===== config.mk =====
export PLATFORM = sky130hd
export DESIGN_NAME = sd_spi_init_and_block_read
export DESIGN_NICKNAME = d
export VERILOG_FILES = /design/src/sdsb_pkg.sv /design/src/sdsb_step.sv /design/src/sdsb_rsp_queue.sv /design/src/sd_spi_init_and_block_read.sv
export SDC_FILE = /design/constraint.sdc
export NUM_CORES = 1
export LEC_CHECK = 0
export ABC_CLOCK_PERIOD_IN_PS = 3270
export BUFFER_PORTS_ARGS = -buffer_cell sky130_fd_sc_hd__buf_2
export CAP_MARGIN = 20
export CORE_MARGIN = 8
export CORE_UTILIZATION = 55
export DETAILED_ROUTE_END_ITERATION = 8
export PLACE_DENSITY = 0.8
export SYNTH_ARGS = -nofsm -noshare
export SYNTH_HDL_FRONTEND = slang
export SYNTH_SLANG_ARGS = --single-unit

===== constraint.sdc =====
create_clock -name clock -period 3.27 [get_ports clock]
set_input_delay 0.654 -clock clock [delete_from_list [all_inputs] [get_ports clock]]
set_output_delay 0.654 -clock clock [all_outputs]
set_load 0.05 [all_outputs]

===== src/sdsb_pkg.sv =====
// Shared types, constants and command-byte helper for the SD-card SPI sequencer.
// No dependencies; every other file in src imports this package.
package sdsb_pkg;

   localparam int BLOCK_BYTES      = 512;
   localparam int IDLE_CLOCK_BYTES = 10;
   localparam int DATA_CLOCKS      = BLOCK_BYTES + 2;
   localparam int BLOCK_SHIFT      = $clog2(BLOCK_BYTES);
   localparam int COUNT_W          = 10;
   localparam int INDEX_W          = 9;
   localparam int BLOCK_W          = 23;
   localparam int MAX_RES          = 2;
   localparam int RSP_DEPTH        = 4;
   localparam int RSP_PTR_W        = $clog2(RSP_DEPTH);
   localparam int RSP_CNT_W        = $clog2(RSP_DEPTH + 1);

   localparam logic [7:0] FILL_BYTE   = 8'hFF;
   localparam logic [7:0] DATA_TOKEN  = 8'hFE;
   localparam logic [7:0] CMD0_BYTE   = 8'b01000000;
   localparam logic [7:0] CMD17_BYTE  = 8'b01010001;
   localparam logic [7:0] CMD41_BYTE  = 8'b01101001;
   localparam logic [7:0] CMD55_BYTE  = 8'b01110111;
   localparam logic [7:0] CMD58_BYTE  = 8'b01111010;
   localparam logic [7:0] CRC_CMD0    = 8'b10010101;
   localparam logic [7:0] CRC_DEFAULT = 8'b00000001;

   typedef enum logic [1:0] {
      FUNC_REPLY = 2'd0,
      FUNC_INIT  = 2'd1,
      FUNC_READ  = 2'd2
   } func_type;

   typedef enum logic [1:0] {
      KIND_XFER = 2'd0,
      KIND_DATA = 2'd1,
      KIND_DONE = 2'd2,
      KIND_FAST = 2'd3
   } kind_type;

   typedef enum logic [4:0] {
      PH_IDLE       = 5'd0,
      PH_WAKE       = 5'd1,
      PH_GAP        = 5'd2,
      PH_CMD0       = 5'd3,
      PH_CMD0_POLL  = 5'd4,
      PH_GAP0       = 5'd5,
      PH_CMD55      = 5'd6,
      PH_CMD55_POLL = 5'd7,
      PH_GAP55      = 5'd8,
      PH_CMD41      = 5'd9,
      PH_CMD41_POLL = 5'd10,
      PH_GAP41      = 5'd11,
      PH_CMD58      = 5'd12,
      PH_CMD58_POLL = 5'd13,
      PH_OCR        = 5'd14,
      PH_RD_LEAD    = 5'd15,
      PH_CMD17      = 5'd16,
      PH_CMD17_POLL = 5'd17,
      PH_TOKEN      = 5'd18,
      PH_DATA       = 5'd19
   } phase_type;

   typedef struct packed {
      logic [1:0]         func;
      logic [BLOCK_W-1:0] block_number;
      logic [7:0]         rx_byte;
   } req_type;

   typedef struct packed {
      logic [1:0]         kind;
      logic [7:0]         tx_byte;
      logic               cs_low;
      logic [7:0]         data_byte;
      logic [INDEX_W-1:0] byte_index;
      logic               last;
   } rsp_type;

   // sequencer state; only the reply bits that are ever looked at are kept
   typedef struct packed {
      phase_type          phase;
      logic [COUNT_W-1:0] byte_count;
      logic [BLOCK_W-1:0] block;
      logic               reply_lsb;
      logic [1:0]         ocr_hi;
   } seq_state_type;

   // byte n of the six-byte command frame for the given command phase
   function automatic logic [7:0] cmd_byte(phase_type ph, logic [2:0] n,
                                           logic [BLOCK_W-1:0] blk);
      logic [7:0]  first;
      logic [31:0] addr;
      logic [7:0]  res;
      case (ph)
         PH_CMD0:  first = CMD0_BYTE;
         PH_CMD55: first = CMD55_BYTE;
         PH_CMD41: first = CMD41_BYTE;
         PH_CMD58: first = CMD58_BYTE;
         default:  first = CMD17_BYTE;
      endcase
      addr = {blk, {BLOCK_SHIFT{1'b0}}};
      case (n)
         3'd0:    res = first;
         3'd1:    res = addr[31:24];
         3'd2:    res = addr[23:16];
         3'd3:    res = addr[15:8];
         3'd4:    res = addr[7:0];
         default: res = (ph == PH_CMD0) ? CRC_CMD0 : CRC_DEFAULT;
      endcase
      return res;
   endfunction

   function automatic rsp_type mk_rsp(kind_type kind, logic [7:0] tx, logic cs,
                                      logic [7:0] data, logic [INDEX_W-1:0] idx);
      rsp_type r;
      r.kind       = kind;
      r.tx_byte    = tx;
      r.cs_low     = cs;
      r.data_byte  = data;
      r.byte_index = idx;
      r.last       = 1'b0;
      return r;
   endfunction

endpackage


===== src/sdsb_step.sv =====
// Next-state and result logic of the SD-card SPI sequencer for one input item.
// Depends on sdsb_pkg.
module sdsb_step (
   input  sdsb_pkg::seq_state_type                  state,
   input  sdsb_pkg::req_type                        item,
   output sdsb_pkg::seq_state_type                  state_next,
   output sdsb_pkg::rsp_type [sdsb_pkg::MAX_RES-1:0] res,
   output logic [1:0]                               res_cnt
);
   import sdsb_pkg::*;

   logic [COUNT_W-1:0] bc;
   rsp_type            r0;
   rsp_type            r1;
   rsp_type            follow;
   logic [1:0]         cnt;
   seq_state_type      nxt;

   assign bc = state.byte_count + COUNT_W'(1);

   always_comb begin
      nxt    = state;
      cnt    = 2'd0;
      r0     = '0;
      r1     = '0;
      follow = '0;
      case (item.func)
         FUNC_INIT: begin
            nxt.block      = '0;
            nxt.phase      = PH_WAKE;
            nxt.byte_count = '0;
            r0  = mk_rsp(KIND_XFER, FILL_BYTE, 1'b1, '0, '0);
            cnt = 2'd1;
         end
         FUNC_READ: begin
            nxt.block      = item.block_number;
            nxt.phase      = PH_RD_LEAD;
            nxt.byte_count = '0;
            r0  = mk_rsp(KIND_XFER, FILL_BYTE, 1'b0, '0, '0);
            cnt = 2'd1;
         end
         FUNC_REPLY: begin
            cnt = 2'd1;
            case (state.phase)
               PH_WAKE: begin
                  if (bc < COUNT_W'(IDLE_CLOCK_BYTES)) begin
                     nxt.byte_count = bc;
                     r0 = mk_rsp(KIND_XFER, FILL_BYTE, 1'b1, '0, '0);
                  end else begin
                     nxt.phase      = PH_GAP;
                     nxt.byte_count = '0;
                     r0 = mk_rsp(KIND_XFER, FILL_BYTE, 1'b0, '0, '0);
                  end
               end
               PH_GAP: begin
                  nxt.byte_count = (bc < COUNT_W'(2)) ? bc : '0;
                  if (bc < COUNT_W'(2)) begin
                     r0 = mk_rsp(KIND_XFER, FILL_BYTE, 1'b0, '0, '0);
                  end else begin
                     nxt.phase = PH_CMD0;
                     r0 = mk_rsp(KIND_XFER, CMD0_BYTE, 1'b1, '0, '0);
                  end
               end
               PH_CMD0, PH_CMD55, PH_CMD41, PH_CMD58, PH_CMD17: begin
                  if (bc < COUNT_W'(6)) begin
                     nxt.byte_count = bc;
                     r0 = mk_rsp(KIND_XFER, cmd_byte(state.phase, bc[2:0], state.block),
                                 1'b1, '0, '0);
                  end else begin
                     nxt.phase      = phase_type'(state.phase + 5'd1);
                     nxt.byte_count = '0;
                     r0 = mk_rsp(KIND_XFER, FILL_BYTE, 1'b1, '0, '0);
                  end
               end
               PH_CMD0_POLL, PH_CMD55_POLL, PH_CMD41_POLL: begin
                  nxt.reply_lsb = item.rx_byte[0];
                  if (item.rx_byte[7]) begin
                     r0 = mk_rsp(KIND_XFER, FILL_BYTE, 1'b1, '0, '0);
                  end else begin
                     nxt.phase = phase_type'(state.phase + 5'd1);
                     r0 = mk_rsp(KIND_XFER, FILL_BYTE, 1'b0, '0, '0);
                  end
               end
               PH_GAP0: begin
                  nxt.phase      = PH_CMD55;
                  nxt.byte_count = '0;
                  r0 = mk_rsp(KIND_XFER, CMD55_BYTE, 1'b1, '0, '0);
               end
               PH_GAP55: begin
                  nxt.phase      = PH_CMD41;
                  nxt.byte_count = '0;
                  r0 = mk_rsp(KIND_XFER, CMD41_BYTE, 1'b1, '0, '0);
               end
               PH_GAP41: begin
                  // card still idle: run CMD55/ACMD41 again; otherwise go on to CMD58
                  nxt.phase      = state.reply_lsb ? PH_CMD55 : PH_CMD58;
                  nxt.byte_count = '0;
                  r0 = mk_rsp(KIND_XFER, state.reply_lsb ? CMD55_BYTE : CMD58_BYTE,
                              1'b1, '0, '0);
               end
               PH_CMD58_POLL: begin
                  nxt.reply_lsb = item.rx_byte[0];
                  if (!item.rx_byte[7]) begin
                     nxt.phase      = PH_OCR;
                     nxt.byte_count = '0;
                  end
                  r0 = mk_rsp(KIND_XFER, FILL_BYTE, 1'b1, '0, '0);
               end
               PH_OCR: begin
                  if (state.byte_count == COUNT_W'(1)) begin
                     nxt.ocr_hi = item.rx_byte[7:6];
                  end
                  if (bc < COUNT_W'(4)) begin
                     nxt.byte_count = bc;
                     r0 = mk_rsp(KIND_XFER, FILL_BYTE, 1'b1, '0, '0);
                  end else begin
                     nxt.phase      = PH_IDLE;
                     nxt.byte_count = '0;
                     if (state.ocr_hi != 2'b00) begin
                        r0  = mk_rsp(KIND_FAST, '0, 1'b0, '0, '0);
                        r1  = mk_rsp(KIND_DONE, '0, 1'b0, '0, '0);
                        cnt = 2'd2;
                     end else begin
                        r0 = mk_rsp(KIND_DONE, '0, 1'b0, '0, '0);
                     end
                  end
               end
               PH_RD_LEAD: begin
                  nxt.phase      = PH_CMD17;
                  nxt.byte_count = '0;
                  r0 = mk_rsp(KIND_XFER, CMD17_BYTE, 1'b1, '0, '0);
               end
               PH_CMD17_POLL: begin
                  nxt.reply_lsb = item.rx_byte[0];
                  if (item.rx_byte == 8'h00) begin
                     nxt.phase = PH_TOKEN;
                  end
                  r0 = mk_rsp(KIND_XFER, FILL_BYTE, 1'b1, '0, '0);
               end
               PH_TOKEN: begin
                  nxt.reply_lsb = item.rx_byte[0];
                  if (item.rx_byte == DATA_TOKEN) begin
                     nxt.phase      = PH_DATA;
                     nxt.byte_count = '0;
                  end
                  r0 = mk_rsp(KIND_XFER, FILL_BYTE, 1'b1, '0, '0);
               end
               PH_DATA: begin
                  if (bc < COUNT_W'(DATA_CLOCKS)) begin
                     nxt.byte_count = bc;
                     follow = mk_rsp(KIND_XFER, FILL_BYTE, 1'b1, '0, '0);
                  end else begin
                     nxt.phase      = PH_IDLE;
                     nxt.byte_count = '0;
                     follow = mk_rsp(KIND_DONE, '0, 1'b0, '0, '0);
                  end
                  // the two CRC bytes are clocked but not delivered
                  if (state.byte_count < COUNT_W'(BLOCK_BYTES)) begin
                     r0  = mk_rsp(KIND_DATA, '0, 1'b0, item.rx_byte,
                                  state.byte_count[INDEX_W-1:0]);
                     r1  = follow;
                     cnt = 2'd2;
                  end else begin
                     r0 = follow;
                  end
               end
               PH_IDLE: begin
                  cnt = 2'd0;
               end
               default: begin
                  nxt.phase      = PH_IDLE;
                  nxt.byte_count = '0;
                  cnt            = 2'd0;
               end
            endcase
         end
         default: begin
            cnt = 2'd0;
         end
      endcase
      if (cnt == 2'd2) begin
         r1.last = 1'b1;
      end else if (cnt == 2'd1) begin
         r0.last = 1'b1;
      end
   end

   assign state_next = nxt;
   assign res[0]     = r0;
   assign res[1]     = r1;
   assign res_cnt    = cnt;

endmodule


===== src/sdsb_rsp_queue.sv =====
// Result queue: takes up to two results per cycle, delivers one per cycle while it is popped.
// Depends on sdsb_pkg.
module sdsb_rsp_queue (
   input  logic                                     clock,
   input  logic                                     reset,
   input  sdsb_pkg::rsp_type [sdsb_pkg::MAX_RES-1:0] din,
   input  logic [1:0]                               push_cnt,
   output logic                                     room,
   output sdsb_pkg::rsp_type                        dout,
   output logic                                     dout_valid,
   input  logic                                     pop
);
   import sdsb_pkg::*;

   rsp_type                entries_ff [RSP_DEPTH];
   logic [RSP_PTR_W-1:0]   wr_ptr_ff;
   logic [RSP_PTR_W-1:0]   wr_ptr_in;
   logic [RSP_PTR_W-1:0]   rd_ptr_ff;
   logic [RSP_PTR_W-1:0]   rd_ptr_in;
   logic [RSP_CNT_W-1:0]   count_ff;
   logic [RSP_CNT_W-1:0]   count_in;

   always_comb begin
      wr_ptr_in = wr_ptr_ff + RSP_PTR_W'(push_cnt);
      rd_ptr_in = rd_ptr_ff + RSP_PTR_W'(pop);
      count_in  = count_ff + RSP_CNT_W'(push_cnt) - RSP_CNT_W'(pop);
   end

   always_ff @(posedge clock) begin
      if (reset) begin
         wr_ptr_ff <= '0;
         rd_ptr_ff <= '0;
         count_ff  <= '0;
      end else begin
         wr_ptr_ff <= wr_ptr_in;
         rd_ptr_ff <= rd_ptr_in;
         count_ff  <= count_in;
      end
   end

   always_ff @(posedge clock) begin
      if (push_cnt != 2'd0) begin
         entries_ff[wr_ptr_ff] <= din[0];
      end
      if (push_cnt == 2'd2) begin
         entries_ff[wr_ptr_ff + RSP_PTR_W'(1)] <= din[1];
      end
   end

   // room for a worst-case item, judged on registered fill only
   assign room       = count_ff <= RSP_CNT_W'(RSP_DEPTH - MAX_RES);
   assign dout       = entries_ff[rd_ptr_ff];
   assign dout_valid = count_ff != '0;

`ifndef SYNTHESIS
   a_no_overflow: assert property (@(posedge clock) disable iff (reset)
      count_ff <= RSP_CNT_W'(RSP_DEPTH))
      else $error("result queue overflow");

   a_push_needs_room: assert property (@(posedge clock) disable iff (reset)
      (push_cnt != 2'd0) |-> room)
      else $error("push into queue without room");

   a_empty_after_reset: assert property (@(posedge clock)
      reset |=> (count_ff == '0 && !dout_valid))
      else $error("queue not empty after reset");
`endif

endmodule


===== src/sd_spi_init_and_block_read.sv =====
// SD-card SPI-mode sequencer: init and single-block read over a byte-exchange engine.
// The first result of an input transaction is registered in the input stage, then in the result queue.
// Throughput: one input transaction per cycle while each causes one result and the output is not
// stalled; an item causing two results (data byte plus next exchange) can hold input, as
// the 4-entry result queue has a single-result output port.
// Reset (synchronous, active high) returns the sequencer to idle and empties the queue.
module sd_spi_init_and_block_read (
   input  logic        clock,
   input  logic        reset,
   input  logic        req_tvalid,
   output logic        req_tready,
   input  logic [31:0] req_tdata,   // [22:0] block_number, [30:23] rx_byte, [31] zero
   input  logic [1:0]  req_tuser,   // [1:0] func
   output logic        rsp_tvalid,
   input  logic        rsp_tready,
   output logic [31:0] rsp_tdata,   // [7:0] tx_byte, [8] cs_low, [16:9] data_byte,
                                    // [25:17] byte_index, [31:26] zero
   output logic [1:0]  rsp_tuser,   // [1:0] kind
   output logic        rsp_tlast
);
   import sdsb_pkg::*;

   logic                      in_valid_ff;
   logic                      in_valid_in;
   req_type                   in_item_ff;
   seq_state_type             state_ff;
   seq_state_type             state_next;
   rsp_type [MAX_RES-1:0]     res;
   logic [1:0]                res_cnt;
   logic [1:0]                push_cnt;
   logic                      room;
   logic                      consume;
   rsp_type                   head;

   assign consume     = in_valid_ff && room;
   assign req_tready  = !in_valid_ff || consume;
   assign in_valid_in = (req_tvalid && req_tready) || (in_valid_ff && !consume);

   always_ff @(posedge clock) begin
      if (reset) begin
         in_valid_ff         <= 1'b0;
         state_ff.phase      <= PH_IDLE;
         state_ff.byte_count <= '0;
         state_ff.block      <= '0;
         state_ff.reply_lsb  <= 1'b0;
         state_ff.ocr_hi     <= 2'b00;
      end else begin
         in_valid_ff <= in_valid_in;
         if (consume) begin
            state_ff <= state_next;
         end
      end
   end

   always_ff @(posedge clock) begin
      if (req_tvalid && req_tready) begin
         in_item_ff.func         <= req_tuser;
         in_item_ff.block_number <= req_tdata[BLOCK_W-1:0];
         in_item_ff.rx_byte      <= req_tdata[BLOCK_W+7:BLOCK_W];
      end
   end

   sdsb_step u_step (
      .state      (state_ff),
      .item       (in_item_ff),
      .state_next (state_next),
      .res        (res),
      .res_cnt    (res_cnt)
   );

   assign push_cnt = consume ? res_cnt : 2'd0;

   sdsb_rsp_queue u_queue (
      .clock      (clock),
      .reset      (reset),
      .din        (res),
      .push_cnt   (push_cnt),
      .room       (room),
      .dout       (head),
      .dout_valid (rsp_tvalid),
      .pop        (rsp_tvalid && rsp_tready)
   );

   assign rsp_tdata = {6'd0, head.byte_index, head.data_byte, head.cs_low, head.tx_byte};
   assign rsp_tuser = head.kind;
   assign rsp_tlast = head.last;

`ifndef SYNTHESIS
   a_idle_reply_silent: assert property (@(posedge clock) disable iff (reset)
      (consume && state_ff.phase == PH_IDLE && in_item_ff.func == FUNC_REPLY)
      |-> (res_cnt == 2'd0))
      else $error("reply in idle produced a result");

   a_init_restarts: assert property (@(posedge clock) disable iff (reset)
      (consume && in_item_ff.func == FUNC_INIT)
      |=> (state_ff.phase == PH_WAKE && state_ff.byte_count == '0 && state_ff.block == '0))
      else $error("init did not restart the wake sequence");

   a_data_count_bound: assert property (@(posedge clock) disable iff (reset)
      (state_ff.phase == PH_DATA) |-> (state_ff.byte_count < COUNT_W'(DATA_CLOCKS)))
      else $error("data phase ran past block and CRC");
`endif

endmodule

==> impl_results.md <==
- Cell family with most CP delay: adder cells
- Antenna Nets Post-Route: 0
- Worst Setup Path Type: flop to flop
- Top fanout value on the critical path: 5
- Transition time at the pin with the least slew margin: 0.893 ns
- Startpoint of the worst register-to-register path: state_ff[36]$_SDFFE_PP0P_
- Vias in the first global route: 8147
- Clock slew at reported path FFs: 0.08 ns
- Max Freq: 308 MHz
- List of cells traversed by the critical path: inv_1 > ha_1 > or2_2 > a22oi_1 > o21ai_2 > o41ai_2 > or3_1 > ha_1 > fa_1 > xnor2_1 > xnor2_1 > nor2_1
- Share of the clock period used by the worst path: 99.4%
- Final number of setup-violating endpoints: 0
- Vias per cell: 6.02
- Overall power after layout: 6.09 mW
- Min-delay src: req_tdata[26]
- H-Tree Level Count: 4
- Worst setup SP type: flop
- Commonest non-fill, non-tap cell in the layout: dfxtp_1
- Pins over their slew limit: 0
- Total congestion overflow: 0
- Top-Level Pins: 75
- Detailed Route WL: 25.6 mm
- Worst hold path endpoint: in_item_ff[3]$_DFFE_PP_
- Port Buffers: 67
- Warnings, synthesis: 0
- Number of inserted diodes: 0
- Post-synthesis simple-gate area fraction: 18.0%
- Distinct cell type count of the synthesized netlist: 87
- Unrepaired setup endpoints after global routing: yes
- Share of the yosys chip area belonging to registers: 46.9%
- Most instantiated flip-flop cell in the synthesis netlist: dfxtp_1
- Most frequent cells in the layout: 116 x dfxtp_1, 90 x buf_4, 85 x nor2_1
- Mux share of post-synthesis cell area: 11.1%
- Synth Area in Compound Gates: 15.6%
- Area inside the core boundary: 0.0180 mm2
- Buffer type at the clock tree root: clkbuf_16
- Final Wtd Congestion: 0.940
- Multi-input logic area: 0.00498 mm2
- Power Density: 516 mW/mm2
- Initial DRT Pass Iterations: 5
- Hold_ws: 0.379 ns
- Insertion delay to the later sink of the worst-skew pair: 0.45 ns
- Maxcap violations: 0
- Final-report hold violation count: 0
- Post-synth top area share: 24.0%
- Maximum count of clock buffers along a single path: 2
- CP max stage cell: fa_1
- Total number of placement rows: 49
- Hold-fix buffers at CTS: 0
- P&R area growth vs syn: 17.0%
- Final WS setup: 0.0211 ns
- Relative slew slack: 40.3%
- Fraction of registers with async set/reset: 0%
- Antenna violations before repair: 0
- Worst IR drop on VDD: 597 uV
- Overall die width: 151 um
- Post CTS Setup Buffer Count: 0
- Net total in the final layout: 1191
- Total buffers and inverters traversed by the critical path: 1
- Top area cells in the synthesized netlist: dfxtp_1 24%, edfxtp_1 23%, mux4_2 6.5%, o21ai_0 4.2%, mux2i_1 4.2%
- Mean area per synthesized cell: 9.84 um2
- WL per Instance: 18.6 um
- DIE HEIGHT: 151 um
- Estimated wirelength of the detail-placed design: 18.5 mm
- Largest net degree at the start of global routing: 41
- Adder and majority cell fraction of the synthesized area: 2.68%
- Combinational family with the most area after synthesis: simple AND/OR/NAND/NOR gates
- Post-synthesis cell type with the largest combined area: dfxtp_1
- Minimum period implied by the final worst setup slack: 3.25 ns
- Worst-case clock skew: 0.0141 ns
- Data required, critical path: 3.60 ns
- Post-Route Utilization: 65.8%
- Number of buffers inserted during clock tree synthesis: 17
- GRT Total Usage: 22.9%
- Type of the worst min-delay path: input port to flop
- Leakage dissipation: 4.58 nW
- Final-layout fill cell count: 1380
- Worst EP arrival: 3.58 ns
- Setup tns final: 0 ns
- TritonCTS clock tree: done
- Post-synthesis xor/xnor area fraction: 0.868%
- Number of enable flip-flop cells after synthesis: 77
- Starting utilization of the core area: 56.2%
- Initial DRC Count: 736
- End of the worst register-to-register path: u_queue.count_ff[2]$_SDFF_PP0_
- Sink count of the clock tree: 198
- Full die area: 0.0229 mm2
- Longest individual stage delay on the worst path: 0.44 ns
- FF+latch area: 0.00474 mm2
- Share of post-route cells with drive strength above 1: 23.0%
- Area of the mapped netlist: 0.0101 mm2
- Vias after detailed routing: 8265
- Register-to-register path setup slack: 0.02 ns
- Cell count after synthesis: 1026
- Cells on Worst Hold Path: 1
- First-pass GRT wire length: 41.3 mm
- Category of the worst setup path capture point: flop
- Post-placement setup slack: -0.0332 ns
- Result of the run: completed
- Depth of the worst register-to-register path: 12
- DRC violations left: 0
- Number of synthesized register bits: 198
==> area by class of cell <==
type / instances / share of cell area [%]
clock buffer: 17 / 3.60
clock inverter: 15 / 1.58
inverter: 23 / 0.752
multi-input combinational: 730 / 42.2
sequential: 198 / 40.1
tap: 229 / 2.43
timing repair buffer: 162 / 9.33
==> logic make-up after synthesis <==
| family | after synthesis |
|---|---|
| compound gates | 248 |
| xor+xnor | 10 |
| fa+ha+maj | 21 |
| buf+inv | 103 |
| flops | 198 |
| mux | 75 |
| other cells | 1 |
| simple gates | 370 |
==> worst max path at each step <==
stage | start | end | slack, ns | depth (start not counted)
finish | state_ff[36]$_SDFFE_PP0P_ | u_queue.count_ff[2]$_SDFF_PP0_ | 0.02 | 12
global route | state_ff[26]$_SDFFE_PP0P_ | u_queue.count_ff[2]$_SDFF_PP0_ | -0.05 | 14
CTS | state_ff[36]$_SDFFE_PP0P_ | u_queue.count_ff[2]$_SDFF_PP0_ | 0.002 | 12
detailed placement | state_ff[27]$_SDFFE_PP0P_ | u_queue.count_ff[2]$_SDFF_PP0_ | -0.03 | 12
global placement | state_ff[27]$_SDFFE_PP0P_ | u_queue.count_ff[2]$_SDFF_PP0_ | 0.007 | 12
floorplan | state_ff[27]$_SDFFE_PP0P_ | u_queue.count_ff[2]$_SDFF_PP0_ | 0.005 | 13
==> cells in the mapped netlist, drive strengths merged, types with 5 or more instances <==
master  number
nor3        19
edfxtp      77
a22oi        6
or2          5
or3          8
mux4        29
dfxtp      121
nor4         6
buf         40
ha          20
inv         23
and3        10
o21ai      104
a222oi       5
o211ai       7
nand2       86
a31oi       10
a21oi       55
nor2b       15
o21a         6
nand4        9
a21boi       6
o22ai        7
clkbuf      40
mux2i       42
xnor2        7
a211oi       5
and2        21
nand3       80
nor2        87
nand2b      11
==> metrics by stage <==
step / std cells / instance area [um2]
after floorplan: 1031 / 10100
after global placement: 1342 / 11100
after detailed placement: 1342 / 11100
after CTS: 1374 / 11700
after global routing: 1374 / 11800
final: 1374 / 11800
==> power by group <==
part	internal [mW]	leakage, nW	total, mW	switching, mW
sequential	2.65	1.72	2.70	0.0540
clock	1.10	0.301	2.14	1.04
combinational	0.476	2.56	1.25	0.775
==> repair_timing <==
item | in CTS | in global routing
endpoints found under the hold margin | 0 | 0
gates resized for setup | 1 | 19
setup endpoints to repair | 1 | 111
pin swaps | 0 | 1
==> layer usage <==
layer / global-route usage, % / vias to the layer above / part of all wire (%) / wire (um)
met5: 0 / - / 0 / 0
met4: 9.80 / 0 / 2.3 / 576
met3: 4.28 / 45 / 5.6 / 1440
met2: 38.1 / 280 / 48 / 12400
met1: 28.8 / 3967 / 44 / 11200
li1: - / 3973 / - / -
==> sequential cells by signal (all words and copies together), names as in the netlist <==
register	count
state_ff	41
u_queue.entries_ff	116
in_valid_ff	1
u_queue.rd_ptr_ff	2
u_queue.wr_ptr_ff	2
in_item_ff	33
u_queue.count_ff	3
Note: power is estimated with default switching activity, not from simulation.
